===== config.mk =====
export PLATFORM = sky130hd
export DESIGN_NAME = http_header_byte_parser_unit_flat
export DESIGN_NICKNAME = d
export VERILOG_FILES = /design/src/rtl/core/hhbp_pkg.sv /design/src/rtl/core/hhbp_if.sv /design/src/rtl/core/http_header_byte_parser_unit.sv /design/src/rtl/core/hhbp_cfg_regs.sv /design/src/rtl/core/hhbp_parse_core.sv /design/src/flat_wrapper.sv
export SDC_FILE = /design/constraint.sdc
export NUM_CORES = 1
export LEC_CHECK = 0
export ABC_AREA = 1
export ABC_CLOCK_PERIOD_IN_PS = 7000
export BUFFER_PORTS_ARGS = -buffer_cell sky130_fd_sc_hd__buf_2
export CAP_MARGIN = 15
export CORE_MARGIN = 1.5
export CORE_UTILIZATION = 35
export DETAILED_ROUTE_END_ITERATION = 12
export PLACE_DENSITY_LB_ADDON = 0.08
export SYNTH_ARGS = -nofsm -noshare
export SYNTH_HDL_FRONTEND = slang
export SYNTH_SLANG_ARGS = --single-unit
export TNS_END_PERCENT = 10

===== constraint.sdc =====
create_clock -name clk_i -period 7 [get_ports clk_i]
set_input_delay 0.35 -clock clk_i [delete_from_list [all_inputs] [get_ports clk_i]]
set_output_delay 0.35 -clock clk_i [all_outputs]
set_load 0.05 [all_outputs]

===== src/rtl/core/hhbp_pkg.sv =====
// Package for the HTTP header byte parser: widths, codes and result type.
package hhbp_pkg;

  // Length counter geometry
  localparam int unsigned LENGTH_BITS = 10;
  localparam int unsigned COUNT_BITS  = LENGTH_BITS + 1;

  // Configuration port geometry
  localparam int unsigned CFG_ADDR_BITS = 3;
  localparam int unsigned CFG_DATA_BITS = 32;
  localparam logic        REG_MAX_KEY   = 1'b0;
  localparam logic        REG_MAX_VALUE = 1'b1;
  localparam logic [LENGTH_BITS-1:0] LIMIT_RESET = LENGTH_BITS'(255);

  // Byte roles
  localparam logic [3:0] ROLE_SKIP    = 4'd0;
  localparam logic [3:0] ROLE_KEY     = 4'd1;
  localparam logic [3:0] ROLE_COLON   = 4'd2;
  localparam logic [3:0] ROLE_SPACE   = 4'd3;
  localparam logic [3:0] ROLE_VALUE   = 4'd4;
  localparam logic [3:0] ROLE_LINE_CR = 4'd5;
  localparam logic [3:0] ROLE_LINE_LF = 4'd6;
  localparam logic [3:0] ROLE_END_CR  = 4'd7;
  localparam logic [3:0] ROLE_END_LF  = 4'd8;
  localparam logic [3:0] ROLE_BODY    = 4'd9;

  // Parse status
  localparam logic [1:0] ST_NEED_MORE = 2'd0;
  localparam logic [1:0] ST_ENDED     = 2'd1;
  localparam logic [1:0] ST_ERROR     = 2'd2;

  // Error causes
  localparam logic [2:0] CAUSE_NONE      = 3'd0;
  localparam logic [2:0] CAUSE_KEY_LONG  = 3'd1;
  localparam logic [2:0] CAUSE_NO_SPACE  = 3'd2;
  localparam logic [2:0] CAUSE_BAD_CRLF  = 3'd3;
  localparam logic [2:0] CAUSE_VAL_LONG  = 3'd4;
  localparam logic [2:0] CAUSE_CR_NO_LF  = 3'd5;

  // Characters
  localparam logic [7:0] CHAR_CR    = 8'h0d;
  localparam logic [7:0] CHAR_LF    = 8'h0a;
  localparam logic [7:0] CHAR_COLON = 8'h3a;
  localparam logic [7:0] CHAR_SPACE = 8'h20;

  // One result item
  typedef struct packed {
    logic [7:0]             byte_echo;
    logic [3:0]             byte_role;
    logic                   pair_complete;
    logic [LENGTH_BITS-1:0] key_length;
    logic [LENGTH_BITS-1:0] value_length;
    logic [1:0]             parse_status;
    logic [2:0]             error_cause;
  } result_t;

  // Length limits from the register file
  typedef struct packed {
    logic [LENGTH_BITS-1:0] max_key_length;
    logic [LENGTH_BITS-1:0] max_value_length;
  } limits_t;

endpackage


===== src/rtl/core/hhbp_if.sv =====
// Stream interfaces for the parser's input bytes and result items.
interface hhbp_in_if;
  logic       valid;
  logic       ready;
  logic [7:0] data_byte;
  logic       first_of_block;

  modport source (output valid, output data_byte, output first_of_block, input ready);
  modport sink   (input valid, input data_byte, input first_of_block, output ready);
endinterface

interface hhbp_out_if;
  logic                            valid;
  logic                            ready;
  logic [7:0]                      byte_echo;
  logic [3:0]                      byte_role;
  logic                            pair_complete;
  logic [hhbp_pkg::LENGTH_BITS-1:0] key_length;
  logic [hhbp_pkg::LENGTH_BITS-1:0] value_length;
  logic [1:0]                      parse_status;
  logic [2:0]                      error_cause;

  modport source (output valid, output byte_echo, output byte_role, output pair_complete,
                  output key_length, output value_length, output parse_status,
                  output error_cause, input ready);
  modport sink   (input valid, input byte_echo, input byte_role, input pair_complete,
                  input key_length, input value_length, input parse_status,
                  input error_cause, output ready);
endinterface


===== src/rtl/core/http_header_byte_parser_unit.sv =====
// A byte accepted into the input register passes to the result register when that is free.
// Throughput: one byte per clock while out_m.ready stays high; input and result registers
// are separate stages, so one more byte is taken while a finished result waits for ready.
// The parse state updates as a byte moves from the input register to the result register.
// Reset (rst_ni low, async): pipeline empty, parser at block start, both limits 255.
module http_header_byte_parser_unit (
  input  logic                               clk_i,
  input  logic                               rst_ni,
  hhbp_in_if.sink                            in_s,
  hhbp_out_if.source                         out_m,
  input  logic                               psel,
  input  logic                               penable,
  input  logic                               pwrite,
  input  logic [hhbp_pkg::CFG_ADDR_BITS-1:0] paddr,
  input  logic [hhbp_pkg::CFG_DATA_BITS-1:0] pwdata,
  output logic [hhbp_pkg::CFG_DATA_BITS-1:0] prdata,
  output logic                               pready
);

  hhbp_pkg::limits_t limits;
  hhbp_pkg::result_t step_res;
  hhbp_pkg::result_t res_q;
  logic              in_vld_q;
  logic [7:0]        in_byte_q;
  logic              in_first_q;
  logic              out_vld_q;
  logic              out_free;
  logic              advance;

  hhbp_cfg_regs u_cfg (
    .clk_i     (clk_i),
    .rst_ni    (rst_ni),
    .psel_i    (psel),
    .penable_i (penable),
    .pwrite_i  (pwrite),
    .paddr_i   (paddr),
    .pwdata_i  (pwdata),
    .prdata_o  (prdata),
    .pready_o  (pready),
    .limits_o  (limits)
  );

  hhbp_parse_core u_core (
    .clk_i            (clk_i),
    .rst_ni           (rst_ni),
    .step_i           (advance),
    .data_byte_i      (in_byte_q),
    .first_of_block_i (in_first_q),
    .limits_i         (limits),
    .result_o         (step_res)
  );

  // Handshake between the two stages
  assign out_free  = !out_vld_q || out_m.ready;
  assign advance   = in_vld_q && out_free;
  assign in_s.ready = !in_vld_q || out_free;

  // Input register
  always_ff @(posedge clk_i or negedge rst_ni) begin
    if (!rst_ni) begin
      in_vld_q <= 1'b0;
    end else if (in_s.ready) begin
      in_vld_q <= in_s.valid;
    end
  end

  always_ff @(posedge clk_i) begin
    if (in_s.ready && in_s.valid) begin
      in_byte_q  <= in_s.data_byte;
      in_first_q <= in_s.first_of_block;
    end
  end

  // Result register
  always_ff @(posedge clk_i or negedge rst_ni) begin
    if (!rst_ni) begin
      out_vld_q <= 1'b0;
    end else if (out_free) begin
      out_vld_q <= in_vld_q;
    end
  end

  always_ff @(posedge clk_i) begin
    if (advance) begin
      res_q <= step_res;
    end
  end

  assign out_m.valid         = out_vld_q;
  assign out_m.byte_echo     = res_q.byte_echo;
  assign out_m.byte_role     = res_q.byte_role;
  assign out_m.pair_complete = res_q.pair_complete;
  assign out_m.key_length    = res_q.key_length;
  assign out_m.value_length  = res_q.value_length;
  assign out_m.parse_status  = res_q.parse_status;
  assign out_m.error_cause   = res_q.error_cause;

endmodule


===== src/rtl/core/hhbp_cfg_regs.sv =====
// APB register file holding the key and value length limits.
module hhbp_cfg_regs (
  input  logic                                clk_i,
  input  logic                                rst_ni,
  input  logic                                psel_i,
  input  logic                                penable_i,
  input  logic                                pwrite_i,
  input  logic [hhbp_pkg::CFG_ADDR_BITS-1:0]  paddr_i,
  input  logic [hhbp_pkg::CFG_DATA_BITS-1:0]  pwdata_i,
  output logic [hhbp_pkg::CFG_DATA_BITS-1:0]  prdata_o,
  output logic                                pready_o,
  output hhbp_pkg::limits_t                   limits_o
);

  logic [hhbp_pkg::LENGTH_BITS-1:0] max_key_q;
  logic [hhbp_pkg::LENGTH_BITS-1:0] max_value_q;
  logic                             wr_en;
  logic                             reg_sel;

  assign pready_o = 1'b1;
  assign wr_en    = psel_i & penable_i & pwrite_i;
  assign reg_sel  = paddr_i[2];

  // Register writes in the access phase
  always_ff @(posedge clk_i or negedge rst_ni) begin
    if (!rst_ni) begin
      max_key_q   <= hhbp_pkg::LIMIT_RESET;
      max_value_q <= hhbp_pkg::LIMIT_RESET;
    end else if (wr_en) begin
      unique case (reg_sel)
        hhbp_pkg::REG_MAX_KEY:   max_key_q   <= pwdata_i[hhbp_pkg::LENGTH_BITS-1:0];
        hhbp_pkg::REG_MAX_VALUE: max_value_q <= pwdata_i[hhbp_pkg::LENGTH_BITS-1:0];
        default: ;
      endcase
    end
  end

  // Read mux
  always_comb begin
    unique case (reg_sel)
      hhbp_pkg::REG_MAX_KEY:
        prdata_o = {{(hhbp_pkg::CFG_DATA_BITS-hhbp_pkg::LENGTH_BITS){1'b0}}, max_key_q};
      default:
        prdata_o = {{(hhbp_pkg::CFG_DATA_BITS-hhbp_pkg::LENGTH_BITS){1'b0}}, max_value_q};
    endcase
  end

  assign limits_o.max_key_length   = max_key_q;
  assign limits_o.max_value_length = max_value_q;

endmodule


===== src/rtl/core/hhbp_parse_core.sv =====
// Parse state, length counters and the per-byte next-state logic.
module hhbp_parse_core (
  input  logic              clk_i,
  input  logic              rst_ni,
  input  logic              step_i,
  input  logic [7:0]        data_byte_i,
  input  logic              first_of_block_i,
  input  hhbp_pkg::limits_t limits_i,
  output hhbp_pkg::result_t result_o
);

  localparam int unsigned CB = hhbp_pkg::COUNT_BITS;
  localparam int unsigned LB = hhbp_pkg::LENGTH_BITS;
  localparam logic [CB-1:0] CNT_MAX = '1;
  localparam logic [CB-1:0] CNT_ONE = CB'(1);

  // Phase codes
  localparam logic [3:0] PH_START = 4'd0;
  localparam logic [3:0] PH_KEY   = 4'd1;
  localparam logic [3:0] PH_COLON = 4'd2;
  localparam logic [3:0] PH_SPACE = 4'd3;
  localparam logic [3:0] PH_VALUE = 4'd4;
  localparam logic [3:0] PH_CR    = 4'd5;
  localparam logic [3:0] PH_LF    = 4'd6;
  localparam logic [3:0] PH_ENDCR = 4'd7;
  localparam logic [3:0] PH_ENDLF = 4'd8;

  logic [3:0]    phase_q, phase_d, phase_c;
  logic [CB-1:0] key_cnt_q, key_cnt_d, key_cnt_c;
  logic [CB-1:0] val_cnt_q, val_cnt_d, val_cnt_c;
  logic [1:0]    status_q, status_d, status_c;
  logic [2:0]    cause_q, cause_d, cause_c;
  logic [3:0]    role;
  logic          pair;
  logic          is_crlf;
  logic          key_long;
  logic          val_long;

  assign is_crlf  = (data_byte_i == hhbp_pkg::CHAR_CR) || (data_byte_i == hhbp_pkg::CHAR_LF);

  // Block start returns the parse state to reset before this byte
  always_comb begin
    if (first_of_block_i) begin
      phase_c   = PH_START;
      key_cnt_c = '0;
      val_cnt_c = '0;
      status_c  = hhbp_pkg::ST_NEED_MORE;
      cause_c   = hhbp_pkg::CAUSE_NONE;
    end else begin
      phase_c   = phase_q;
      key_cnt_c = key_cnt_q;
      val_cnt_c = val_cnt_q;
      status_c  = status_q;
      cause_c   = cause_q;
    end
  end

  assign key_long = key_cnt_c > {1'b0, limits_i.max_key_length};
  assign val_long = val_cnt_c > {1'b0, limits_i.max_value_length};

  // Per-byte transition
  always_comb begin
    phase_d   = phase_c;
    key_cnt_d = key_cnt_c;
    val_cnt_d = val_cnt_c;
    status_d  = status_c;
    cause_d   = cause_c;
    role      = hhbp_pkg::ROLE_SKIP;
    pair      = 1'b0;
    if (status_c != hhbp_pkg::ST_ERROR) begin
      unique case (phase_c)
        PH_START: begin
          if (!is_crlf) begin
            role      = hhbp_pkg::ROLE_KEY;
            key_cnt_d = CNT_ONE;
            val_cnt_d = '0;
            phase_d   = PH_KEY;
          end
        end
        PH_KEY: begin
          if (data_byte_i == hhbp_pkg::CHAR_COLON) begin
            if ((key_cnt_c == '0) || key_long) begin
              status_d = hhbp_pkg::ST_ERROR;
              cause_d  = hhbp_pkg::CAUSE_KEY_LONG;
            end else begin
              role    = hhbp_pkg::ROLE_COLON;
              phase_d = PH_COLON;
            end
          end else if (is_crlf) begin
            status_d = hhbp_pkg::ST_ERROR;
            cause_d  = hhbp_pkg::CAUSE_BAD_CRLF;
          end else begin
            role      = hhbp_pkg::ROLE_KEY;
            key_cnt_d = (key_cnt_c != CNT_MAX) ? key_cnt_c + CNT_ONE : key_cnt_c;
          end
        end
        PH_COLON: begin
          if (data_byte_i == hhbp_pkg::CHAR_SPACE) begin
            role    = hhbp_pkg::ROLE_SPACE;
            phase_d = PH_SPACE;
          end else begin
            status_d = hhbp_pkg::ST_ERROR;
            cause_d  = hhbp_pkg::CAUSE_NO_SPACE;
          end
        end
        PH_SPACE: begin
          if (is_crlf) begin
            status_d = hhbp_pkg::ST_ERROR;
            cause_d  = hhbp_pkg::CAUSE_BAD_CRLF;
          end else begin
            role      = hhbp_pkg::ROLE_VALUE;
            val_cnt_d = CNT_ONE;
            phase_d   = PH_VALUE;
          end
        end
        PH_VALUE: begin
          if (data_byte_i == hhbp_pkg::CHAR_CR) begin
            if ((val_cnt_c == '0) || val_long) begin
              status_d = hhbp_pkg::ST_ERROR;
              cause_d  = hhbp_pkg::CAUSE_VAL_LONG;
            end else begin
              role    = hhbp_pkg::ROLE_LINE_CR;
              phase_d = PH_CR;
            end
          end else if (val_long) begin
            status_d = hhbp_pkg::ST_ERROR;
            cause_d  = hhbp_pkg::CAUSE_VAL_LONG;
          end else begin
            role      = hhbp_pkg::ROLE_VALUE;
            val_cnt_d = (val_cnt_c != CNT_MAX) ? val_cnt_c + CNT_ONE : val_cnt_c;
          end
        end
        PH_CR: begin
          if (data_byte_i == hhbp_pkg::CHAR_LF) begin
            role    = hhbp_pkg::ROLE_LINE_LF;
            pair    = 1'b1;
            phase_d = PH_LF;
          end else begin
            status_d = hhbp_pkg::ST_ERROR;
            cause_d  = hhbp_pkg::CAUSE_CR_NO_LF;
          end
        end
        PH_LF: begin
          if (data_byte_i == hhbp_pkg::CHAR_CR) begin
            role    = hhbp_pkg::ROLE_END_CR;
            phase_d = PH_ENDCR;
          end else if (data_byte_i == hhbp_pkg::CHAR_LF) begin
            status_d = hhbp_pkg::ST_ERROR;
            cause_d  = hhbp_pkg::CAUSE_BAD_CRLF;
          end else begin
            role      = hhbp_pkg::ROLE_KEY;
            key_cnt_d = CNT_ONE;
            val_cnt_d = '0;
            phase_d   = PH_KEY;
          end
        end
        PH_ENDCR: begin
          if (data_byte_i == hhbp_pkg::CHAR_LF) begin
            role     = hhbp_pkg::ROLE_END_LF;
            phase_d  = PH_ENDLF;
            status_d = hhbp_pkg::ST_ENDED;
          end else begin
            status_d = hhbp_pkg::ST_ERROR;
            cause_d  = hhbp_pkg::CAUSE_CR_NO_LF;
          end
        end
        default: begin
          // After the blank line everything is body
          role     = hhbp_pkg::ROLE_BODY;
          phase_d  = PH_ENDLF;
          status_d = hhbp_pkg::ST_ENDED;
        end
      endcase
    end
  end

  // State update on each parsed byte
  always_ff @(posedge clk_i or negedge rst_ni) begin
    if (!rst_ni) begin
      phase_q   <= PH_START;
      key_cnt_q <= '0;
      val_cnt_q <= '0;
      status_q  <= hhbp_pkg::ST_NEED_MORE;
      cause_q   <= hhbp_pkg::CAUSE_NONE;
    end else if (step_i) begin
      phase_q   <= phase_d;
      key_cnt_q <= key_cnt_d;
      val_cnt_q <= val_cnt_d;
      status_q  <= status_d;
      cause_q   <= cause_d;
    end
  end

  // Result, lengths saturated to the output width
  assign result_o.byte_echo     = data_byte_i;
  assign result_o.byte_role     = role;
  assign result_o.pair_complete = pair;
  assign result_o.key_length    = key_cnt_d[LB] ? '1 : key_cnt_d[LB-1:0];
  assign result_o.value_length  = val_cnt_d[LB] ? '1 : val_cnt_d[LB-1:0];
  assign result_o.parse_status  = status_d;
  assign result_o.error_cause   = cause_d;

endmodule

===== src/flat_wrapper.sv =====
// flat-port wrapper written by rule: the top's interface ports become plain ports
module http_header_byte_parser_unit_flat 
  (clk_i, rst_ni, psel, penable, pwrite, paddr, pwdata, prdata, pready, in_s_valid, in_s_data_byte, in_s_first_of_block, in_s_ready, out_m_valid, out_m_byte_echo, out_m_byte_role, out_m_pair_complete, out_m_key_length, out_m_value_length, out_m_parse_status, out_m_error_cause, out_m_ready);
  hhbp_in_if in_s_i ();
  hhbp_out_if out_m_i ();
  input  logic clk_i;
  input  logic rst_ni;
  input  logic psel;
  input  logic penable;
  input  logic pwrite;
  input  logic [hhbp_pkg::CFG_ADDR_BITS-1:0] paddr;
  input  logic [hhbp_pkg::CFG_DATA_BITS-1:0] pwdata;
  output logic [hhbp_pkg::CFG_DATA_BITS-1:0] prdata;
  output logic pready;
  input wire logic [$bits(in_s_i.valid)-1:0] in_s_valid;
  input wire logic [$bits(in_s_i.data_byte)-1:0] in_s_data_byte;
  input wire logic [$bits(in_s_i.first_of_block)-1:0] in_s_first_of_block;
  output wire logic [$bits(in_s_i.ready)-1:0] in_s_ready;
  output wire logic [$bits(out_m_i.valid)-1:0] out_m_valid;
  output wire logic [$bits(out_m_i.byte_echo)-1:0] out_m_byte_echo;
  output wire logic [$bits(out_m_i.byte_role)-1:0] out_m_byte_role;
  output wire logic [$bits(out_m_i.pair_complete)-1:0] out_m_pair_complete;
  output wire logic [$bits(out_m_i.key_length)-1:0] out_m_key_length;
  output wire logic [$bits(out_m_i.value_length)-1:0] out_m_value_length;
  output wire logic [$bits(out_m_i.parse_status)-1:0] out_m_parse_status;
  output wire logic [$bits(out_m_i.error_cause)-1:0] out_m_error_cause;
  input wire logic [$bits(out_m_i.ready)-1:0] out_m_ready;
  assign in_s_i.valid = in_s_valid;
  assign in_s_i.data_byte = in_s_data_byte;
  assign in_s_i.first_of_block = in_s_first_of_block;
  assign in_s_ready = in_s_i.ready;
  assign out_m_valid = out_m_i.valid;
  assign out_m_byte_echo = out_m_i.byte_echo;
  assign out_m_byte_role = out_m_i.byte_role;
  assign out_m_pair_complete = out_m_i.pair_complete;
  assign out_m_key_length = out_m_i.key_length;
  assign out_m_value_length = out_m_i.value_length;
  assign out_m_parse_status = out_m_i.parse_status;
  assign out_m_error_cause = out_m_i.error_cause;
  assign out_m_i.ready = out_m_ready;
  http_header_byte_parser_unit u_core (.clk_i(clk_i), .rst_ni(rst_ni), .in_s(in_s_i), .out_m(out_m_i), .psel(psel), .penable(penable), .pwrite(pwrite), .paddr(paddr), .pwdata(pwdata), .prdata(prdata), .pready(pready));
endmodule

# ---- Yosys cells after proc, flatten, opt, wreduce, memory -nomap -nowiden
# Index checks and enable logic that the tools add are counted.
dict set report word_totals {
  reg_bits 100
  elab_cells 130
  inputBits 51
}
dict set report op_classes {
  eq_ne 14
  bitwise 3
  order_cmp 2
  reduce_logical 16
  addsub 2
  mux 75
}
# operator n
set ops {}
lappend ops {{$mux 11} 17}
lappend ops {{$mux 4} 16}
lappend ops {{$pmux 4 s8} 2}
lappend ops {{$mux 3} 17}
lappend ops {{$pmux 11 s4} 1}
lappend ops {{$pmux 11 s3} 1}
lappend ops {{$mux 2} 15}
lappend ops {{$add 11x1->11 const B} 2}
lappend ops {{$gt 11x10->1} 2}
lappend ops {{$logic_not 11->1} 2}
lappend ops {{$ne 11x11->1 const B} 2}
lappend ops {{$pmux 3 s6} 1}
lappend ops {{$eq 4x3->1 const B} 4}
lappend ops {{$eq 8x4->1 const B} 2}
lappend ops {{$eq 8x6->1 const B} 2}
lappend ops {{$pmux 2 s8} 1}
lappend ops {{$mux 10} 1}
lappend ops {{$eq 4x2->1 const B} 2}
lappend ops {{$reduce_and 2->1} 3}
lappend ops {{$logic_or 1x1->1} 5}
lappend ops {{$eq 4x1->1 const B} 1}
lappend ops {{$logic_not 4->1} 1}
lappend ops {{$mux 1} 3}
lappend ops {{$and 1x1->1} 2}
lappend ops {{5 further kinds} 7}

# ---- Depth between registers and ports, before layout
# Gate-level depths: netlist (run 1).
dict set report logic_depth {
  ltp_word 7
  depth_mapped 21
}

# ---- Hierarchy
# From an unflattened synthesis (run 1), not the netlist that was laid out.
dict set report hier_totals {
  cells_unflattened 925
  area_unflattened_um2 6890.4
}
# module area_per_inst_um2 cells_each instances
set modules_own_cells {}
lappend modules_own_cells {hhbp_parse_core 4230.3 719 1}
lappend modules_own_cells {http_header_byte_parser_unit 1506.4 59 1}
lappend modules_own_cells {hhbp_cfg_regs 1153.6 147 1}

# ---- Least setup slack after synthesis (run 1)
# Ideal clock, no wire load.
dict set report synth_path {
  kind {register to register}
  start {register u_core.out_vld_q, in the netlist u_core.out_m.valid}
  end {register u_core.res_q, in the netlist u_core.out_m.byte_echo[0] (enable)}
  setup_slack_ps 4294
  n_path_buf 1
  path_stages_with_launch 5
  arrival_time_ps 2289
  synth_period_minus_slack_ps 2706
  t_required_ps 6583
  path_cell_list {dfrtp_1 -> nand2_1 -> nand2_1 -> clkinv_1 -> clkbuf_1}
}
dict set report synth_between {
  elab_chain_cells 3
}
# item line
set synth_lines {}
lappend synth_lines {{from (decl)} http_header_byte_parser_unit.sv:26} ;# logic out_vld_q;
lappend synth_lines {{from (signal assigned)} http_header_byte_parser_unit.sv:79} ;# out_vld_q <= in_vld_q;
lappend synth_lines {{$logic_not 1->1} http_header_byte_parser_unit.sv:54} ;# assign out_free = !out_vld_q || out_m.ready;
lappend synth_lines {{$logic_or 1x1->1} http_header_byte_parser_unit.sv:54}
lappend synth_lines {{$logic_and 1x1->1} http_header_byte_parser_unit.sv:55} ;# assign advance = in_vld_q && out_free;
lappend synth_lines {{named net u_core.advance} http_header_byte_parser_unit.sv:28} ;# logic advance;
lappend synth_lines {{to (signal assigned)} http_header_byte_parser_unit.sv:85} ;# res_q <= step_res;
lappend synth_lines {{to (decl)} http_header_byte_parser_unit.sv:22} ;# hhbp_pkg::result_t res_q;
# The timed path passes the listed nets, and every way through them passes these cells.
# A chain may end at the register's enable or synchronous reset.

# ---- Worst setup path in the final report (run 1)
dict set report layout_path {
  start {register u_core.in_first_q}
  end {register u_core.res_q, in the netlist u_core.out_m.value_length[8], data pin}
}
dict set report layout_between {
  elab_chain_cells 7
}
# item line
set layout_lines {}
lappend layout_lines {{from (decl)} http_header_byte_parser_unit.sv:25} ;# logic in_first_q;
lappend layout_lines {{from (signal assigned)} http_header_byte_parser_unit.sv:70} ;# in_first_q <= in_s.first_of_block;
lappend layout_lines {{$mux 11} hhbp_parse_core.sv:43} ;# if (first_of_block_i) begin
lappend layout_lines {{$add 11x1->11 / $ne 11x11->1 (equally long branches)} hhbp_parse_core.sv:130} ;# val_cnt_d = (val_cnt_c != CNT_MAX) ? val_cnt_c + CNT_ONE : val_cnt_c;
lappend layout_lines {{$mux 11} hhbp_parse_core.sv:130}
lappend layout_lines {{$mux 11} hhbp_parse_core.sv:125} ;# end else if (val_long) begin
lappend layout_lines {{$mux 11} hhbp_parse_core.sv:117} ;# if (data_byte_i == hhbp_pkg::CHAR_CR) begin
lappend layout_lines {{$pmux 11 s4} hhbp_parse_core.sv:71} ;# unique case (phase_c)
lappend layout_lines {{$mux 11 (*)} hhbp_parse_core.sv:70} ;# if (status_c != hhbp_pkg::ST_ERROR) begin
# Every way passes the cells marked *; elsewhere a longest branch is shown, timed or not.

==> impl_metrics.ini, run 1 <==
[status]
run_status = finished, violations left
violations = design-rule violations

[yosys]
yosysWarnings = 0
synth_seq_cells = 100
yosysSeqAreaShare = 0.421
synthFlopType = edfxtp_1
synth_area_leader_cell = edfxtp_1
ys_top_cells_by_area = edfxtp_1, nand2_1, dfrtp_1
synth_edf_count = 47
synthArstFlopShare = 0.530
netlist_area_mm2 = 0.00655
synth.most_common_cell = nand2_1
netlist_instances = 896
avgSynthCellArea_um2 = 7.31
yosysTopAreaCellShare = 0.215
synth_top_cells_by_count = nand2_1, inv_1, nand3_1
synth.distinct_cells = 43

[sta]
finalCritPeriodShare = 0.510
rsz0062_at_grt = false
period_needed_ns = 3.57
tightest_slew_ns = 0.838
slew_headroom = 0.442
finalHoldViolCount = 0
tns_ns = 0
setup_viol = 0
skew_ns = 0.0102
drv_slew = 0
timing.fmax_ghz = 0.280

[flow_run]
max-cap-violations = 0

[global_route]
antenna_found_initial = 0
grt_pass1_wl_um = 28400
overflow = 0
grt_max_degree = 65
grt_pass1_vias = 5392
grtUsageTotal = 0.185

[place]
place_congestion = 0.869
post-dp-hpwl_um = 12600
portBuffers = 76

[clock_network]
post_cts_resized = 0
cts_post_setup_buffers_inserted = 0
clkTransAtPathRegs_ns = 0.08
cts_made_buffers = 9
clock_path_buffers = 2
clock-sinks = 100
hold_buffers = 0
htree_num_levels = 3
clock_latency_ns = 0.36
cts-root-buf = clkbuf_16
cts_tree = yes

[setup_path]
crit_fanout = 23
worstPathArrival_ns = 3.66
worstPathRequired_ns = 7.09
path_class = flop to flop
cp_slowest_stage_delay_ns = 0.36
crit_top_cell = nand2_1
start_kind = flop
cp_cell_sequence = buf_4 > inv_2 > nand2_1 > inv_1 > ha_1 > nand2_1 > nor2_1 > nand3_1 > nand2_1 > inv_1 > nand2_1 > nand2_2 > nand2_2 > inv_2 > nand3_1 > nand2_1 > inv_2 > nand3_1
critPathSlowestCell = buf_4
endpoint_kind = flop

[cells_and_area]
finalNetCount = 1040
multi_input_area_mm2 = 0.00308
num-fill-cells = 1935
regArea_mm2 = 0.00276
area_delta_synth_final_pct = 12.6
drive_gt1_frac = 0.159
n_antenna_cell = 0

[route]
drt-met1-wl_um = 8670
routedWlPerCell_um = 14.7
routed_wl_um = 17700
ant_nets = 0
vias = 5832
route.met2.wl_um = 7880
drc = 7
dr.pass1.iters = 10
avgViaCountPerCell = 4.85
wl_met3_um = 804
drtIter0Drc = 376
dr.max_layer_used = met4

[die]
dieWidth_um = 140
top_level_ports = 124
dieArea_mm2 = 0.0196
rows = 49
coreArea_mm2 = 0.0181
die_y_um = 140
initial_core_util = 0.361

[power_and_ir_drop]
total_power_w = 0.00236
p_leak_nw = 3.75
power_density_mw_per_mm2 = 320
ir_worst_vdd_uv = 136

[min_path]
hp-class = input port to async pin
-- flip-flops by register name, indices dropped and copies added (netlist names), 8 cells and up --
| name | cells |
|---|---|
| u_core.out_m.value_length | 10 |
| u_core.u_core.val_cnt_q | 11 |
| u_core.in_byte_q | 8 |
| u_core.u_cfg.max_value_q | 10 |
| u_core.u_cfg.max_key_q | 10 |
| u_core.u_core.key_cnt_q | 11 |
| u_core.out_m.key_length | 10 |
| u_core.out_m.byte_echo | 8 |
-- critical path, delay by kind of cell (launching register included) --
family / cells / cell delay (ns)
AND/OR/NAND/NOR: 11 / 1.39
adder cells (fa/ha/maj): 1 / 0.33
flip-flops: 1 / 0.32
buffers and inverters: 6 / 1.21
-- metal layers --
layer / track usage / vias up
met5: 0 / -
met4: 0.0676 / 0
met3: 0.0248 / 21
met2: 0.292 / 160
met1: 0.261 / 2644
li1: - / 3007
-- metrics by stage --
step | instances | cell area, um2 | setup slack (ns) | utilization | hold slack, ns
floorplan | 917 | 6630 | 4.29 | - | 0.0544
global placement | 1187 | 7060 | 3.45 | 0.389 | 0.448
detailed placement | 1187 | 7060 | 3.45 | 0.389 | 0.453
CTS | 1203 | 7380 | 3.42 | 0.407 | 0.147
global route | 1203 | 7380 | 3.09 | 0.407 | 0.144
finish | 1203 | 7380 | 3.43 | 0.407 | 0.144
-- final timing paths --
path / start / to / slack (ns) / cells past startpoint
hold / removal: rst_ni / u_core.u_core.key_cnt_q[10]$_DFFE_PN0P_ / 0.14 / 2
hold reg to reg: u_core.in_byte_q[0]$_DFFE_PP_ / u_core.out_m.byte_echo[0]$_DFFE_PP_ / 0.47 / 0
setup reg to reg: u_core.in_first_q$_DFFE_PP_ / u_core.out_m.value_length[8]$_SDFFCE_PP1P_ / 3.43 / 18
min in group clk_i: in_s_data_byte[5] / u_core.in_byte_q[5]$_DFFE_PP_ / 0.16 / 1
setup / recovery: u_core.in_first_q$_DFFE_PP_ / u_core.out_m.value_length[8]$_SDFFCE_PP1P_ / 3.43 / 18
max in group asynchronous: rst_ni / u_core.u_core.val_cnt_q[2]$_DFFE_PN0P_ / 6.37 / 2
-- layout by cell type, fill, tap and decap left out, types with 2 or more instances in the layout --
cell type / count
buf_4: 4
and3_1: 3
nor2_2: 10
nor4_1: 2
o31ai_1: 2
nand4_1: 17
dfstp_2: 16
nor3_2: 3
nor2_1: 69
conb_1: 23
nand2_1: 276
inv_1: 130
a21oi_1: 8
clkbuf_16: 9
a21boi_0: 2
a41oi_1: 3
ha_1: 20
dfrtp_1: 37
o21ai_1: 4
o211ai_1: 7
nor3_1: 13
a31oi_1: 3
xor2_1: 2
nor2_4: 4
nand3_2: 2
o21ai_0: 65
buf_2: 76
edfxtp_1: 47
nand3_1: 79
o22ai_1: 2
nand2_2: 9
inv_2: 10
inv_8: 3
-- power breakdown --
| group | total (W) | internal, W | switching [W] |
|---|---|---|---|
| clock | 0.000542 | 0.000287 | 0.000254 |
| combinational | 0.000996 | 0.000246 | 0.000749 |
| sequential | 0.000822 | 0.000761 | 0.0000608 |
-- cells by family after synthesis --
| logic type | count (synthesis) | share of synthesized area |
|---|---|---|
| other cells | 2 | 0.00115 |
| buf+inv | 180 | 0.121 |
| flops | 100 | 0.421 |
| fa+ha+maj | 20 | 0.0382 |
| simple gates | 490 | 0.328 |
| xor+xnor | 2 | 0.00267 |
| compound gates | 102 | 0.0882 |
-- area by class of cell --
class,instances,share of cell area
Sequential cell,100,0.374
Tap cell,229,0.0388
Clock inverter,7,0.0120
Inverter,141,0.0717
Clock buffer,9,0.0305
Multi-Input combinational cell,637,0.417
Timing Repair Buffer,80,0.0556
Power figures use the tool's default switching activity.
==> run 2, diff against run 1 <==
--- a/config.mk
+++ b/config.mk
@@ -5,8 +5,8 @@
 export SDC_FILE = /design/constraint.sdc
 export NUM_CORES = 1
 export LEC_CHECK = 0
-export ABC_AREA = 1
-export ABC_CLOCK_PERIOD_IN_PS = 7000
+export ABC_AREA = 0
+export ABC_CLOCK_PERIOD_IN_PS = 3400
 export BUFFER_PORTS_ARGS = -buffer_cell sky130_fd_sc_hd__buf_2
 export CAP_MARGIN = 15
 export CORE_MARGIN = 1.5
==> constraint.sdc (replaced) <==
create_clock -name clk_i -period 3.4 [get_ports clk_i]
set_input_delay 0.17 -clock clk_i [delete_from_list [all_inputs] [get_ports clk_i]]
set_output_delay 0.17 -clock clk_i [all_outputs]
set_load 0.05 [all_outputs]
==> run 2 against run 1 <==
The flow now finishes without violations. Clock skew increased by 0.0016 ns. Largest cell class unchanged. Core utilization increased by 1.6 points. Critical endpoint is now u_core.out_m.byte_role[0]$_SDFFCE_PP0P_. Synthesized area decreased by 6.1%. Clock power increased by 110%. Sequential share of layout area increased by 0.53 points. Hold slack got worse by 0.10 ns. Critical path depth decreased by 7. Maximum frequency increased by 12%. Sequential cell count unchanged. Critical path type unchanged. Die area decreased by 5.9%. Wire length decreased by 0.39%.
==> impl_metrics.ini, run 2 <==
[status]
run_status = finished, final reports clean

[yosys]
synth.distinct_cells = 80
yosysSeqAreaShare = 0.448
synth.most_common_cell = nand2_1
synth_edf_count = 47
yosysWarnings = 0
ys_top_cells_by_area = edfxtp_1, dfrtp_1, dfstp_2
avgSynthCellArea_um2 = 9.38
netlist_area_mm2 = 0.00615
synth_seq_cells = 100
synth_top_cells_by_count = nand2_1, o21ai_0, edfxtp_1
netlist_instances = 656
synthArstFlopShare = 0.530
synthFlopType = edfxtp_1
synth_area_leader_cell = edfxtp_1
yosysTopAreaCellShare = 0.229

[clock_network]
cts_made_buffers = 9
clock_latency_ns = 0.36
clkTransAtPathRegs_ns = 0.07
clock-sinks = 100
cts-root-buf = clkbuf_16
clock_path_buffers = 2
cts_tree = yes
htree_num_levels = 3

[setup_path]
r2r_cells = 11
worstPathArrival_ns = 3.38
start_kind = flop
endpoint_kind = flop
crit_fanout = 30
worstPathRequired_ns = 3.59
path_class = flop to flop

[global_route]
overflow = 0
antenna_found_initial = 0
grt_max_degree = 40
grtUsageTotal = 0.197
grt_pass1_wl_um = 27800
grt_pass1_vias = 5101

[sta]
timing.fmax_ghz = 0.313
tightest_slew_ns = 0.675
period_needed_ns = 3.20
setup_slack_ns = 0.202
finalCritPeriodShare = 0.941
tns_ns = 0
slew_headroom = 0.548
drv_slew = 0
finalHoldViolCount = 0
skew_ns = 0.0118
rsz0062_at_grt = true
fin_hold_ws_ns = 0.0400
setup_viol = 0

[cells_and_area]
n_antenna_cell = 0
drive_gt1_frac = 0.244
top_regs = u_core.u_core.key_cnt_q x11, u_core.u_core.val_cnt_q x11
num-fill-cells = 1720
final_cell_area_mm2 = 0.00728
finalNetCount = 828
layout_commonest_cell = nand2_1
final_cell_mix = nand2_1, buf_2, o21ai_0
area_delta_synth_final_pct = 18.2
stdcell_count = 987

[place]
place_congestion = 0.887
dp.cells = 961
place_area_mm2 = 0.00686
portBuffers = 76
post-dp-hpwl_um = 13200
place_ws_ns = 0.0823

[power_and_ir_drop]
p_leak_nw = 3.21
power_density_mw_per_mm2 = 553
ir_worst_vdd_uv = 272

[die]
die_y_um = 136
dieArea_mm2 = 0.0184
initial_core_util = 0.357
top_level_ports = 124
coreArea_mm2 = 0.0172
rows = 48
dieWidth_um = 136

[min_path]
holdPathStages = 2
hp-class = input port to flop

[route]
routedWlPerCell_um = 17.8
vias = 5299
ant_nets = 0
routed_wl_um = 17600
drtIter0Drc = 334
drc = 0
avgViaCountPerCell = 5.37
dr.pass1.iters = 5

[flow_run]
max-cap-violations = 0
## run 2: cell count changes in the layout (fill, tap and decap cells not counted), moves of 13 or more
cell      delta
a21oi_1     +15
nor2b_1     +16
buf_4       +26
inv_1       -99
nand2_1    -182
mux2_2      +24
nor2_1      -26
nand2b_1    +13
o21ai_0     -16
nand3_1     -58
## run 2: what timing repair did
| item | 4_1_cts | 5_1_grt |
|---|---|---|
| hold buffers | 10 | 0 |
| resized for setup | 0 | 2 |
| setup endpoints to repair | 0 | 9 |
| endpoints found under the hold margin | 30 | 0 |
| setup buffers | 0 | 0 |
## run 2: through the flow
step | util | power, W
finish | 0.422 | 0.00402
global route | 0.422 | 0.00423
CTS | 0.422 | 0.00405
detailed placement | 0.398 | 0.00291
global placement | 0.398 | 0.00290
floorplan | - | 0.00255
## run 2: critical path: stages, from the launching register on
cell,delay (ns)
edfxtp_1,0.44
buf_12,0.21
nor2b_1,0.26
ha_1,0.21
nand3_1,0.11
or2_1,0.25
nor3_1,0.17
nand4_1,0.24
and2_1,0.24
nor4_1,0.53
nor2_1,0.14
a31oi_1,0.23
## run 2: final timing paths
kind,start,endpoint,slack (ns)
max in group asynchronous,rst_ni,u_core.u_cfg.max_value_q[4]$_DFFE_PN1P_,2.15
worst max register to register,u_core.in_first_q$_DFFE_PP_,u_core.out_m.byte_role[0]$_SDFFCE_PP0P_,0.20
min in group asynchronous,rst_ni,u_core.u_cfg.max_value_q[9]$_DFFE_PN0P_,0.37
worst min-delay path,in_s_valid,u_core.in_vld_q$_DFFE_PN0N_,0.04
worst min register to register,u_core.u_core.key_cnt_q[1]$_DFFE_PN0P_,u_core.u_core.key_cnt_q[1]$_DFFE_PN0P_,0.48
worst max-delay path,u_core.in_first_q$_DFFE_PP_,u_core.out_m.byte_role[0]$_SDFFCE_PP0P_,0.20
## run 2: kinds of logic (layout without fill, tap and decap cells)
group / after synthesis / after routing / synth area share
other cells: 2 / 23 / 0.00122
flops: 100 / 100 / 0.448
compound gates: 155 / 155 / 0.166
xor+xnor: 5 / 5 / 0.00712
simple gates: 266 / 266 / 0.221
mux: 25 / 25 / 0.0455
buf+inv: 81 / 166 / 0.0665
fa+ha+maj: 22 / 22 / 0.0441
## run 2: per-layer routing
layer  vias up  GRT usage  routed length [um]
met2       186      0.317                8290
met5         -          0                   0
met3        26     0.0217                 805
met1      2539      0.272                8120
li1       2548          -                   -
met4         0     0.0777                 378
## run 2: power by group
part	internal, W	switching [W]
logic	0.000423	0.000888
clock network	0.000646	0.000475
registers	0.00146	0.000130
## run 2: area by class of cell
type	count	area [um2]	area share
clock buffer	10	229	0.0315
clock inverter	6	88.8	0.0122
inverter	33	124	0.0170
multi-input combinational	496	3070	0.422
sequential	100	2760	0.379
tap	225	282	0.0387
timing repair buffer	117	726	0.0997
==> run 3, diff against run 2 <==
--- a/config.mk
+++ b/config.mk
@@ -7,7 +7,7 @@
 export LEC_CHECK = 0
 export ABC_AREA = 0
 export ABC_CLOCK_PERIOD_IN_PS = 3400
-export BUFFER_PORTS_ARGS = -buffer_cell sky130_fd_sc_hd__buf_2
+export BUFFER_PORTS_ARGS = -buffer_cell sky130_fd_sc_hd__clkbuf_2
 export CAP_MARGIN = 15
 export CORE_MARGIN = 1.5
 export CORE_UTILIZATION = 35
==> run 3 against run 2 <==
Sequential cell count unchanged. First-iteration DRC count is 3.0% higher. Critical path depth stayed put. Non-clock buffer count up 2. Hold slack lost 0.032 ns. Clock-buffer cell count increased by 1. Sequential power about the same. Critical path type unchanged. Largest power group unchanged. Wire length fell by 2.1%. Worst setup slack got worse by 0.025 ns. Core utilization decreased by 0.21 points. Via count fell by 1.4%. Die area unchanged.
==> impl_metrics.ini, run 3 (synthesis results as in run 2) <==
[setup_path]
start_kind = flop
path_delay_family = simple AND/OR/NAND/NOR gates
worstPathArrival_ns = 3.45
cp_cell_sequence = buf_4 > nor2b_1 > ha_1 > nand3_1 > or2_1 > nor3_1 > nand4_1 > a211oi_1 > nor2_1 > a41oi_1 > a21o_1
path_class = flop to flop
r2r_cells = 11
crit_buf_inv = 1
endpoint_kind = flop
critPathSlowestCell = a211oi_1
rr_endpoint = u_core.out_m.parse_status[0]$_DFFE_PP_
crit_fanout = 21
worstPathRequired_ns = 3.63
r2r-start = u_core.in_first_q$_DFFE_PP_
cp_slowest_stage_delay_ns = 0.56
reg2reg_slack_ns = 0.18

[global_route]
overflow = 0
antenna_found_initial = 0
grtUsageTotal = 0.196
grt_max_degree = 40
grt_pass1_wl_um = 27700
grt_pass1_vias = 5147

[route]
vias = 5223
ant_nets = 0
routed_wl_um = 17200
drc = 0
avgViaCountPerCell = 5.28
routedWlPerCell_um = 17.4
drtIter0Drc = 344
dr.pass1.iters = 5

[place]
post-dp-hpwl_um = 13000
place_area_mm2 = 0.00687
portBuffers = 76
dp.cells = 964
place_congestion = 0.882

[sta]
rsz0062_at_grt = true
finalHoldViolCount = 0
slew_headroom = 0.532
setup_viol = 0
period_needed_ns = 3.22
drv_slew = 0
finalCritPeriodShare = 0.948
skew_ns = 0.0115
tightest_slew_ns = 0.702
timing.fmax_ghz = 0.310
fin_hold_ws_ns = 0.00816

[cells_and_area]
final_cell_mix = nand2_1, clkbuf_2, o21ai_0
drive_gt1_frac = 0.250
layout_commonest_cell = nand2_1
num-fill-cells = 1746
n_antenna_cell = 0
stdcell_count = 989
regArea_mm2 = 0.00276
area_delta_synth_final_pct = 17.6
finalNetCount = 830
top_regs = u_core.u_core.key_cnt_q x11, u_core.u_core.val_cnt_q x11
multi_input_area_mm2 = 0.00308
final_cell_area_mm2 = 0.00724

[clock_network]
clock-sinks = 100
cts_tree = yes
htree_num_levels = 3
cts_post_setup_buffers_inserted = 0
clkTransAtPathRegs_ns = 0.06
clock_latency_ns = 0.36
cts_made_buffers = 9
clock_path_buffers = 2
cts-root-buf = clkbuf_16

[die]
initial_core_util = 0.357
dieWidth_um = 136
die_y_um = 136
coreArea_mm2 = 0.0172
top_level_ports = 124
dieArea_mm2 = 0.0184
rows = 48

[status]
run_status = finished, final reports clean

[power_and_ir_drop]
p_leak_nw = 3.22
ir_worst_vdd_uv = 263
power_density_mw_per_mm2 = 536
total_power_w = 0.00388

[min_path]
holdPathStages = 1
hp-class = input port to flop
hold_path_end = u_core.in_first_q$_DFFE_PP_
hp-start = in_s_first_of_block

[flow_run]
max-cap-violations = 0
## run 3: cell types whose count changed in the layout (fill, tap and decap cells not counted), sizes merged
cell,delta
bufinv,-2
clkinv,-2
clkinvlp,-1
buf,-73
inv,+4
dlygate4sd3,-1
clkbuf,+77
## run 3: worst max path at each step
stage | from | to | slack (ns) | depth (start not counted)
after floorplan | u_core.in_first_q$_DFFE_PP_ | u_core.out_m.value_length[6]$_SDFFCE_PP1P_ | 0.12 | 16
after global placement | u_core.in_first_q$_DFFE_PP_ | u_core.u_core.status_q[1]$_DFFE_PN0P_ | 0.19 | 13
after detailed placement | u_core.in_first_q$_DFFE_PP_ | u_core.u_core.status_q[1]$_DFFE_PN0P_ | 0.14 | 13
after CTS | u_core.in_first_q$_DFFE_PP_ | u_core.u_core.status_q[1]$_DFFE_PN0P_ | 0.12 | 13
after global routing | u_core.in_first_q$_DFFE_PP_ | u_core.out_m.parse_status[0]$_DFFE_PP_ | -0.01 | 11
final | u_core.in_first_q$_DFFE_PP_ | u_core.out_m.parse_status[0]$_DFFE_PP_ | 0.18 | 11
## run 3: area by class of cell
type | instances | share of cell area
Inverter | 33 | 0.0171
Tap cell | 225 | 0.0389
Clock inverter | 5 | 0.00449
Clock buffer | 11 | 0.0335
Multi-Input combinational cell | 496 | 0.425
Timing Repair Buffer | 119 | 0.100
Sequential cell | 100 | 0.381
## run 3: metal layers
layer,GRT usage,wire (um),vias up
met5,0,0,-
met4,0.0687,289,0
met3,0.0363,754,29
met2,0.311,8000,150
met1,0.268,8180,2485
li1,-,-,2559
## run 3: worst reg2reg max path: stages, from the launching register on
cell and delay (ns):
edfxtp_1 0.37, buf_4 0.32, nor2b_1 0.16, ha_1 0.33, nand3_1 0.12, or2_1 0.25
nor3_1 0.14, nand4_1 0.22, a211oi_1 0.56, nor2_1 0.15, a41oi_1 0.32, a21o_1 0.15
## run 3: power breakdown
part / internal, W / switching, W / total (W)
clock network: 0.000519 / 0.000459 / 0.000979
registers: 0.00146 / 0.000126 / 0.00159
logic: 0.000424 / 0.000892 / 0.00132
## run 3: per-stage QoR
stage / TNS, ns / utilization / setup WS [ns]
after floorplan: 0 / - / 0.121
after global placement: 0 / 0.398 / 0.191
after detailed placement: 0 / 0.398 / 0.142
after CTS: 0 / 0.419 / 0.124
after global routing: -0.0143 / 0.420 / -0.0143
final: 0 / 0.420 / 0.177
## run 3: repair_timing
item                       CTS  global route
setup endpoints to repair    0             5
gates resized for setup      0             3
hold buffers                 9             0
hold endpoints to repair    25             0
